## src/hw/rtl/smf_pkg.sv

```systemverilog
// ----------------------------------------------------------------------------
// smf_pkg: shared types for the sliding window median filter
// Sample width, and the per-item command broadcast along the cell row.
// ----------------------------------------------------------------------------
package smf_pkg;

  localparam int unsigned SAMPLE_W = 32;
  localparam int unsigned WLEN_W   = 7;

  typedef logic signed [SAMPLE_W-1:0] sample_t;

  // Broadcast to every cell when an item is taken.
  typedef struct packed {
    logic    load;   // item accepted and window enabled
    logic    evict;  // window full: drop the oldest entry first
    sample_t value;  // incoming sample
  } cmd_t;

endpackage

```

## src/hw/rtl/smf_cell.sv

```systemverilog
// ----------------------------------------------------------------------------
// smf_cell: one slot of the sorted window
// Holds a value and its age; on each item it keeps, shifts in a neighbour
// or takes the new sample, so the row stays sorted after evict and insert.
// ----------------------------------------------------------------------------
module smf_cell #(
  parameter int unsigned INDEX = 0,
  parameter int unsigned AW    = 6,
  parameter int unsigned CW    = 7
) (
  input  logic              clk_i,
  input  smf_pkg::cmd_t     cmd_i,
  input  logic [CW-1:0]     fill_i,     // occupancy before this item
  input  logic [AW-1:0]     oldest_i,   // age of the entry to evict
  // neighbour below (lower index)
  input  smf_pkg::sample_t  lo_val_i,
  input  logic [AW-1:0]     lo_age_i,
  input  logic              lo_le_i,
  input  logic              pre_i,      // victim at or below the lower neighbour
  // neighbour above
  input  smf_pkg::sample_t  hi_val_i,
  input  logic [AW-1:0]     hi_age_i,
  input  logic              hi_le_i,
  output smf_pkg::sample_t  val_o,
  output logic [AW-1:0]     age_o,
  output logic              le_o,
  output logic              pre_o
);
  import smf_pkg::*;

  sample_t         val_q, val_d;
  logic [AW-1:0]   age_q, age_d;
  logic            valid, victim;
  logic            le_here, le_below;
  sample_t         keep_val, below_val;
  logic [AW-1:0]   keep_age, below_age;

  always_comb begin
    valid  = (CW'(INDEX) < fill_i);
    victim = cmd_i.evict & valid & (age_q == oldest_i);
    le_o   = valid & ~victim & (val_q <= cmd_i.value);
    pre_o  = pre_i | victim;

    // entry at this slot and the one below after the eviction closes the gap
    keep_val  = pre_o ? hi_val_i : val_q;
    keep_age  = pre_o ? hi_age_i : age_q;
    le_here   = pre_o ? hi_le_i  : le_o;
    below_val = pre_i ? val_q    : lo_val_i;
    below_age = pre_i ? age_q    : lo_age_i;
    le_below  = pre_i ? le_o     : lo_le_i;

    if (le_here) begin
      val_d = keep_val;
      age_d = keep_age + AW'(1);
    end else if (le_below) begin
      val_d = cmd_i.value;
      age_d = '0;
    end else begin
      val_d = below_val;
      age_d = below_age + AW'(1);
    end
  end

  // payload only; occupancy is tracked by the fill count
  always_ff @(posedge clk_i) begin
    if (cmd_i.load) begin
      val_q <= val_d;
      age_q <= age_d;
    end
  end

  assign val_o = val_q;
  assign age_o = age_q;

endmodule

```

## config.mk

```make
export PLATFORM = sky130hd
export DESIGN_NAME = smf_cell
export DESIGN_NICKNAME = d
export VERILOG_FILES = /design/src/hw/rtl/smf_pkg.sv /design/src/hw/rtl/smf_cell.sv
export SDC_FILE = /design/constraint.sdc
export NUM_CORES = 1
export LEC_CHECK = 0
export ABC_AREA = 1
export BUFFER_PORTS_ARGS = -buffer_cell sky130_fd_sc_hd__buf_2
export CAP_MARGIN = 20
export CORE_UTILIZATION = 42
export CTS_CLUSTER_DIAMETER = 200
export DETAILED_ROUTE_END_ITERATION = 12
export PLACE_DENSITY_LB_ADDON = 0.08
export SYNTH_ARGS = -nofsm -noshare
export SYNTH_HDL_FRONTEND = slang
export SYNTH_SLANG_ARGS = --single-unit
```

## constraint.sdc

```tcl
create_clock -name clk_i -period 5.9 [get_ports clk_i]
set_input_delay 0.59 -clock clk_i [delete_from_list [all_inputs] [get_ports clk_i]]
set_output_delay 0.59 -clock clk_i [all_outputs]
set_load 0.01 [all_outputs]
```

==> impl_results.rst, run 1 <==
.. list-table::
   :header-rows: 1

   * - Metric
     - Value
   * - Status
     - finished, final reports clean
   * - Hold Path End
     - val_o[15]
   * - RSZ-0062 raised after global routing
     - false
   * - Warning count from the yosys run
     - 0
   * - Clock slew at the register clock pins of the worst setup and hold paths
     - 0.08 ns
   * - Congestion Overflow GR
     - 0
   * - Finished layout cell area
     - 0.00463 mm^2
   * - Number of port buffers
     - 166
   * - Die X-Extent
     - 95.7 um
   * - Worst slew margin
     - 36.5%
   * - Prevailing post-synth register cell
     - sky130_fd_sc_hd__edfxtp_1
   * - Clock network latency to the later pin of the worst-skew pair
     - 0.29 ns
   * - Async set-or-reset flop fraction in the synthesized netlist
     - 0%
   * - Final max-slew violation count
     - 0
   * - Residual antenna-violating net count after detailed routing
     - 0
   * - Number of instances on the worst hold path
     - 3
   * - Antenna diode instance count
     - 0
   * - Synthesized netlist cell count
     - 519
   * - Count of flip-flops with a built-in enable after synthesis
     - 38
   * - Area of placed instances
     - 0.00452 mm^2
   * - Flip-flop and latch count after synthesis
     - 38
   * - Net Count, Synth
     - 680
   * - Maximum clock frequency
     - 0.320 GHz
   * - Total Neg Setup Slack
     - 0 ns
   * - R2r worst-path depth
     - 14
   * - Post-CTS Setup Repair Bufs
     - 0
   * - Largest net degree at the start of global routing
     - 40
   * - Via count normalized by instance count
     - 4.84
   * - Clock network fraction of total power
     - 19.2%
   * - Total detailed-routing wirelength
     - 10.0 mm
   * - Power Internal
     - 0.000706 W
   * - Resize count post-CTS
     - 0
   * - Wire length of the first global-routing pass
     - 16.1 mm
   * - DRC
     - 0
   * - Count of pins on the block boundary
     - 167
   * - Final Hold Fails
     - 0
   * - Via count of the first global-routing pass
     - 3546
   * - Fin crit period
     - 3.12 ns
   * - Count of distinct cell types in the synthesized netlist
     - 33
   * - Class of the tightest hold or removal check
     - primary input to flip-flop
   * - Wire length per cell after detailed routing
     - 12.9 um
   * - Layout cells sized above 1
     - 30.9%
   * - Buffer depth of the longest clock path
     - 2
   * - Routed vias
     - 3768
   * - Count of maximum capacitance violations
     - 0
   * - Number of buffers created by CTS
     - 5
   * - Worst IR drop on VDD
     - 0.143 mV
   * - Endpoint of the worst-slack reg-to-reg timing path
     - val_o[8]
   * - Relative contribution of sequential cells to total power
     - 35.2%
   * - Arrival time at the worst endpoint
     - 3.29 ns
   * - Setup crit end kind
     - flip-flop
   * - Starting utilization of the core area
     - 44.2%
   * - Cts hold-fix bufs
     - 0
   * - H-tree depth
     - 2
   * - Final count of negative-setup-slack endpoints
     - 0
   * - Last weighted congestion value of the routability-driven placer
     - 0.870
   * - Clock tree from TritonCTS
     - yes
   * - Core Region
     - 0.00834 mm^2
   * - PwrDens
     - 253 mW/mm^2
   * - Worst path required time
     - 6.06 ns
   * - Final HPWL from detailed placement
     - 7.34 mm
   * - Combinational group share of total power
     - 45.5%
   * - Signed area change from the synthesized netlist to the final layout
     - 25.4%
   * - GRT Overall Usage
     - 22.6%
   * - Core Rows
     - 33
   * - Post-route clock skew
     - 0.00615 ns
   * - Clock Tree Root
     - sky130_fd_sc_hd__clkbuf_8
   * - Worst R2R Start
     - val_o[15]
   * - Pre-Repair DR Iteration Count
     - 4
   * - Die area
     - 0.00916 mm^2
   * - Antenna violations before repair
     - 0
   * - Most common cell after layout, fill and taps aside
     - sky130_fd_sc_hd__nand2_1
   * - Slack of the worst reg-to-reg path
     - 2.78 ns
   * - Synth Cell Area
     - 0.00369 mm^2
   * - Post-synthesis area per instance
     - 7.11 um^2
   * - LEAKAGE
     - 2.69 nW
   * - Die outline height
     - 95.7 um
   * - Sink Count
     - 38
   * - Leading cell types in the layout, fill and taps excluded
     - sky130_fd_sc_hd__nand2_1, sky130_fd_sc_hd__buf_2, sky130_fd_sc_hd__inv_1
   * - Transition time at the pin with the least slew margin
     - 0.950 ns
   * - Period utilization
     - 53.0%
   * - Maximum net fanout on the critical path
     - 39
   * - Worst Min Path Start
     - hi_val_i[15]
   * - Share of synthesized area occupied by flip-flops and latches
     - 30.9%
   * - Number of nets in the finished design
     - 834
   * - Worst setup path class
     - primary input to flip-flop
   * - Starting DRT DRC Count
     - 138
   * - Crit path launch type
     - primary input
   * - Switching power of the nets
     - 0.000463 W
   * - Share of total power consumed by net switching
     - 39.6%
[per-layer routing]
layer  GRT usage [%]  vias to the layer above  share of wire [%]
li1                -                     1952                  -
met1            29.4                     1665                 44
met2            38.9                      143                 48
met3            3.48                        8                7.1
met4            5.97                        0               0.96
met5               0                        -                  0
[per-stage QoR]
stage | utilization (%) | power, W | worst slack, ns | std cells | hold WS (ns)
6_report | 55.5 | 0.00117 | 2.78 | 779 | 0.564
2_1_floorplan | - | 0.000794 | 2.26 | 519 | 0.702
3_5_place_dp | 54.2 | 0.000954 | 2.44 | 771 | 0.763
5_1_grt | 55.5 | 0.00127 | 2.46 | 779 | 0.559
4_1_cts | 55.5 | 0.00118 | 2.74 | 779 | 0.553
3_3_place_gp | 54.2 | 0.000939 | 2.52 | 771 | 0.758
[cell usage after synthesis (3+ instances only)]
master	n	share of area, %
sky130_fd_sc_hd__xor2_1	6	1.4
sky130_fd_sc_hd__edfxtp_1	38	31
sky130_fd_sc_hd__nand3_4	3	1.4
sky130_fd_sc_hd__clkbuf_1	3	0.31
sky130_fd_sc_hd__a21oi_1	14	1.9
sky130_fd_sc_hd__nand4_1	3	0.51
sky130_fd_sc_hd__buf_4	5	1.0
sky130_fd_sc_hd__nor2_2	3	0.51
sky130_fd_sc_hd__nor2_1	18	1.8
sky130_fd_sc_hd__ha_1	34	12
sky130_fd_sc_hd__inv_1	94	9.6
sky130_fd_sc_hd__buf_2	8	1.1
sky130_fd_sc_hd__nand3_2	16	4.3
sky130_fd_sc_hd__nor3_1	3	0.41
sky130_fd_sc_hd__o21ai_0	13	1.8
sky130_fd_sc_hd__nand2_1	175	18
sky130_fd_sc_hd__nand3_1	61	8.3
[power by group through the flow]
stage | Sequential, W | Combinational [W] | Clock [W]
after floorplan | 0.000437 | 0.000358 | 0
after global placement | 0.000417 | 0.000523 | 0
after detailed placement | 0.000418 | 0.000535 | 0
after CTS | 0.000412 | 0.000538 | 0.000231
after global routing | 0.000418 | 0.000613 | 0.000238
final | 0.000412 | 0.000532 | 0.000225
[worst max path at each step]
stage | slack (ns) | start | cells after the start | end
after floorplan | 2.26 | cmd_i[31] | 12 | val_o[0]
after global placement | 2.52 | cmd_i[31] | 14 | val_o[4]
after detailed placement | 2.44 | cmd_i[15] | 16 | val_o[8]
after CTS | 2.74 | val_o[15] | 14 | val_o[8]
after global routing | 2.46 | val_o[31] | 13 | val_o[0]
final | 2.78 | cmd_i[15] | 16 | val_o[8]
[layout make-up]
cell class | instances | area (um^2)
Tap cell | 105 | 131
Sequential cell | 38 | 1140
Clock buffer | 7 | 76.3
Clock inverter | 1 | 30.0
Inverter | 96 | 360
Timing Repair Buffer | 167 | 838
Multi-Input combinational cell | 365 | 2050
Fill cell | 873 | 3710
[critical path, stage by stage]
cell and delay [ns]:
sky130_fd_sc_hd__buf_2 0.07, sky130_fd_sc_hd__inv_1 0.04, sky130_fd_sc_hd__ha_1 0.30, sky130_fd_sc_hd__a21oi_1 0.17
sky130_fd_sc_hd__o21ai_0 0.13, sky130_fd_sc_hd__a21oi_1 0.16, sky130_fd_sc_hd__nand2_1 0.08, sky130_fd_sc_hd__nand2_1 0.08
sky130_fd_sc_hd__nand2_1 0.06, sky130_fd_sc_hd__nand2_2 0.08, sky130_fd_sc_hd__nand3_4 0.09, sky130_fd_sc_hd__nand3_4 0.09
sky130_fd_sc_hd__nand2_4 0.27, sky130_fd_sc_hd__inv_2 0.77, sky130_fd_sc_hd__nand3_1 0.16, sky130_fd_sc_hd__nand2_1 0.11
[registers in the layout (all words and copies together) (netlist names)]
register and cells:
val_o 32, age_o 6
[cell families (layout without fill, tap and decap cells)]
| logic type | count (synthesis) | after routing | share of synthesized area, % |
|---|---|---|---|
| and+or+nand+nor | 292 | 292 | 37.4 |
| buffers and inverters | 116 | 271 | 13.7 |
| DFF | 38 | 38 | 30.9 |
| adders and majority gates | 34 | 34 | 11.5 |
| AOI/OAI and AO/OA | 32 | 32 | 4.71 |
| xor gates and xnor gates | 7 | 7 | 1.66 |
No activity file was read; power rests on OpenSTA's default activity.
==> inputs of run 2 (changes only) <==
--- a/config.mk
+++ b/config.mk
@@ -5,7 +5,7 @@
 export SDC_FILE = /design/constraint.sdc
 export NUM_CORES = 1
 export LEC_CHECK = 0
-export ABC_AREA = 1
+export ABC_AREA = 0
 export BUFFER_PORTS_ARGS = -buffer_cell sky130_fd_sc_hd__buf_2
 export CAP_MARGIN = 20
 export CORE_UTILIZATION = 42
==> constraint.sdc (replaced) <==
create_clock -name clk_i -period 2.8 [get_ports clk_i]
set_input_delay 0.28 -clock clk_i [delete_from_list [all_inputs] [get_ports clk_i]]
set_output_delay 0.28 -clock clk_i [all_outputs]
set_load 0.01 [all_outputs]
==> run 2 against run 1 <==
  * Sequential power grew 110%
  * Clock skew grew 0.0047 ns
  * Non-clock buffer count is 20 higher
  * Sequential share of layout area grew 0.32 points
  * Critical path depth decreased by 7
  * Largest cell class unchanged
  * Via count is 11% lower
  * Synthesized cell count decreased by 33%
  * Final area is 1.3% lower
==> impl_results.rst, run 2 <==
.. list-table::
   :header-rows: 1

   * - Metric
     - Value
   * - Clock tree from TritonCTS
     - yes
   * - Worst slew margin
     - 67.4%
   * - Overall power after layout
     - 0.00249 W
   * - Share of synthesized area occupied by flip-flops and latches
     - 35.4%
   * - Number of cells in the design after placement
     - 618
   * - Combined area of the multi-input logic cells
     - 0.00187 mm^2
   * - Worst setup path class
     - flip-flop to flip-flop
   * - Residual antenna-violating net count after detailed routing
     - 0
   * - Count of distinct cell types in the synthesized netlist
     - 42
   * - Core Region
     - 0.00733 mm^2
   * - Flip-flop and latch count after synthesis
     - 38
   * - Cts hold-fix bufs
     - 0
   * - Clock network latency to the later pin of the worst-skew pair
     - 0.30 ns
   * - Async set-or-reset flop fraction in the synthesized netlist
     - 0%
   * - Warning count from the yosys run
     - 0
   * - RSZ-0062 raised after global routing
     - true
   * - Flip-flop count of the largest register, all copies and words added
     - 32
   * - Final count of negative-setup-slack endpoints
     - 0
   * - Number of nets in the finished design
     - 690
   * - Layout cells sized above 1
     - 41.1%
   * - GRT Overall Usage
     - 22.1%
   * - Wire length of the first global-routing pass
     - 13.5 mm
   * - Final Hold Fails
     - 0
   * - Wire length per cell after detailed routing
     - 14.8 um
   * - Final HPWL from detailed placement
     - 7.11 mm
   * - Maximum net fanout on the critical path
     - 9
   * - Die outline height
     - 89.6 um
   * - Total Neg Setup Slack
     - 0 ns
   * - Slack of the worst reg-to-reg path
     - 0.006 ns
   * - Fin crit period
     - 2.79 ns
   * - Area of placed instances
     - 0.00433 mm^2
   * - R2r worst-path depth
     - 9
   * - Class of the tightest hold or removal check
     - primary input to flip-flop
   * - LEAKAGE
     - 2.25 nW
   * - Finished layout cell area
     - 0.00457 mm^2
   * - Buffer depth of the longest clock path
     - 2
   * - Crit path launch type
     - flip-flop
   * - PwrDens
     - 545 mW/mm^2
   * - Congestion Overflow GR
     - 0
   * - Combined flip-flop and latch cell area
     - 0.00114 mm^2
   * - Leading cell types in the layout, fill and taps excluded
     - sky130_fd_sc_hd__buf_2, sky130_fd_sc_hd__inv_1, sky130_fd_sc_hd__nor2_1, sky130_fd_sc_hd__edfxtp_1, sky130_fd_sc_hd__a222oi_1
   * - Sink Count
     - 38
   * - Starting DRT DRC Count
     - 188
   * - Arrival time at the worst endpoint
     - 2.83 ns
   * - Status
     - finished, final reports clean
   * - Routed vias
     - 3346
   * - Net Count, Synth
     - 511
   * - Number of instances on the worst hold path
     - 1
   * - Prevailing post-synth register cell
     - sky130_fd_sc_hd__edfxtp_1
   * - Pre-Repair DR Iteration Count
     - 7
   * - Final max-slew violation count
     - 0
   * - Synth Cell Area
     - 0.00322 mm^2
   * - Last weighted congestion value of the routability-driven placer
     - 0.776
   * - DRC
     - 0
   * - Transition time at the pin with the least slew margin
     - 0.488 ns
   * - Post-synth top area cell
     - sky130_fd_sc_hd__edfxtp_1
   * - Worst path required time
     - 2.84 ns
   * - Commonest cells post-synth
     - sky130_fd_sc_hd__inv_1, sky130_fd_sc_hd__nor2_1, sky130_fd_sc_hd__edfxtp_1
   * - Number of port buffers
     - 166
   * - Maximum clock frequency
     - 0.358 GHz
   * - Clock slew at the register clock pins of the worst setup and hold paths
     - 0.08 ns
   * - Count of pins on the block boundary
     - 167
   * - Largest net degree at the start of global routing
     - 27
   * - Antenna violations before repair
     - 0
   * - Most common cell after layout, fill and taps aside
     - sky130_fd_sc_hd__buf_2
   * - Post-route clock skew
     - 0.0109 ns
   * - Number of buffers created by CTS
     - 5
   * - Clock Tree Root
     - sky130_fd_sc_hd__clkbuf_8
   * - Via count of the first global-routing pass
     - 3010
   * - Post-synthesis area per instance
     - 9.20 um^2
   * - Count of maximum capacitance violations
     - 0
   * - Most repeated cell in the gate-level netlist after synthesis
     - sky130_fd_sc_hd__inv_1
   * - Antenna diode instance count
     - 0
   * - Total detailed-routing wirelength
     - 9.29 mm
   * - Period utilization
     - 99.8%
   * - Die area
     - 0.00802 mm^2
   * - Core Rows
     - 31
   * - Worst IR drop on VDD
     - 0.245 mV
   * - Fill cells
     - 685
   * - H-tree depth
     - 2
   * - Post-route insts no fill
     - 629
   * - Setup crit end kind
     - flip-flop
   * - Via count normalized by instance count
     - 5.32
   * - Starting utilization of the core area
     - 43.9%
   * - Area contributors post-synth
     - sky130_fd_sc_hd__edfxtp_1, sky130_fd_sc_hd__ha_1, sky130_fd_sc_hd__a222oi_1, sky130_fd_sc_hd__inv_1, sky130_fd_sc_hd__nor2_1
   * - Die X-Extent
     - 89.6 um
   * - Area share of the largest cell type after synthesis
     - 35.4%
   * - Signed area change from the synthesized netlist to the final layout
     - 41.9%
   * - Synthesized netlist cell count
     - 350
   * - Count of flip-flops with a built-in enable after synthesis
     - 38
## run 2: cell types whose count changed after synthesis, moves of 5 or more
| cell | previous run | this run |
|---|---|---|
| sky130_fd_sc_hd__nand2_1 | 175 | 16 |
| sky130_fd_sc_hd__nand3_1 | 61 | 5 |
| sky130_fd_sc_hd__a222oi_1 | 0 | 32 |
| sky130_fd_sc_hd__inv_1 | 94 | 70 |
| sky130_fd_sc_hd__nor2_1 | 18 | 40 |
| sky130_fd_sc_hd__nand3_2 | 16 | 0 |
| sky130_fd_sc_hd__mux2i_1 | 0 | 8 |
| sky130_fd_sc_hd__xnor2_1 | 1 | 8 |
| sky130_fd_sc_hd__o21ai_0 | 13 | 7 |
| sky130_fd_sc_hd__o2bb2ai_1 | 0 | 6 |
| sky130_fd_sc_hd__buf_4 | 5 | 0 |
| sky130_fd_sc_hd__clkbuf_1 | 3 | 8 |
| sky130_fd_sc_hd__nand4_1 | 3 | 8 |
## run 2: where the power goes
part	internal, W	total [W]	switching (W)
clock	0.000171	0.000386	0.000215
combinational	0.000590	0.00122	0.000632
sequential	0.000800	0.000881	0.0000807
total	0.00156	0.00249	0.000927
## run 2: worst max-delay path, stage by stage, from the launching register on
cell and delay, ns:
sky130_fd_sc_hd__edfxtp_1 0.44, sky130_fd_sc_hd__ha_4 0.31, sky130_fd_sc_hd__nand4_1 0.19, sky130_fd_sc_hd__a2111oi_1 0.39
sky130_fd_sc_hd__o31a_1 0.26, sky130_fd_sc_hd__o211ai_4 0.13, sky130_fd_sc_hd__buf_6 0.15, sky130_fd_sc_hd__nor3_4 0.33
sky130_fd_sc_hd__buf_4 0.25, sky130_fd_sc_hd__a222oi_1 0.08
## run 2: cell families (layout without fill, tap and decap cells)
family          after synthesis  in the layout  share of synthesized area [%]
xor+xnor                     14             14                           3.81
compound gates               77             77                           19.6
flops                        38             38                           35.4
fa+ha+maj                    34             34                           13.2
simple gates                 89             89                           12.8
mux                          13             13                           4.31
buf+inv                      85            265                           10.8
## run 2: per-layer routing
metal	share of wire, %	vias to the layer above	GRT usage [%]
met5	0	-	0
met4	0.86	0	5.77
met3	8.3	7	4.80
met2	49	159	39.4
met1	42	1531	26.8
li1	-	1649	-
## run 2: path summary, 6_finish.rpt
check             startpoint        to
hold reg to reg     age_o[0]  age_o[0]
setup / recovery   val_o[14]  val_o[3]
hold / removal     cmd_i[33]  age_o[0]
setup reg to reg   val_o[14]  val_o[3]
## run 2: stage by stage
stage | util, % | hold WS, ns | setup WS [ns]
detailed placement | 59.0 | 0.638 | -0.0401
CTS | 60.8 | 0.331 | 0.00494
global placement | 59.0 | 0.639 | 0.0482
floorplan | - | 0.392 | 0.0241
global route | 62.3 | 0.334 | -0.0945
finish | 62.3 | 0.333 | 0.00614
## run 2: timing repair
| action | in CTS | in global routing |
|---|---|---|
| cloned | 0 | 1 |
| buffers inserted | 0 | 2 |
| setup endpoints to repair | 9 | 59 |
| gates resized for setup | 6 | 15 |
| pin swaps | 3 | 3 |
## run 2: area by class of cell
class	instances	area share (%)
clock buffers	5	1.51
multi-input cells	227	41.0
flip-flops and latches	38	25.0
well taps	99	2.71
repair buffers	187	23.7
inverters	70	5.75
clock inverters	3	0.356
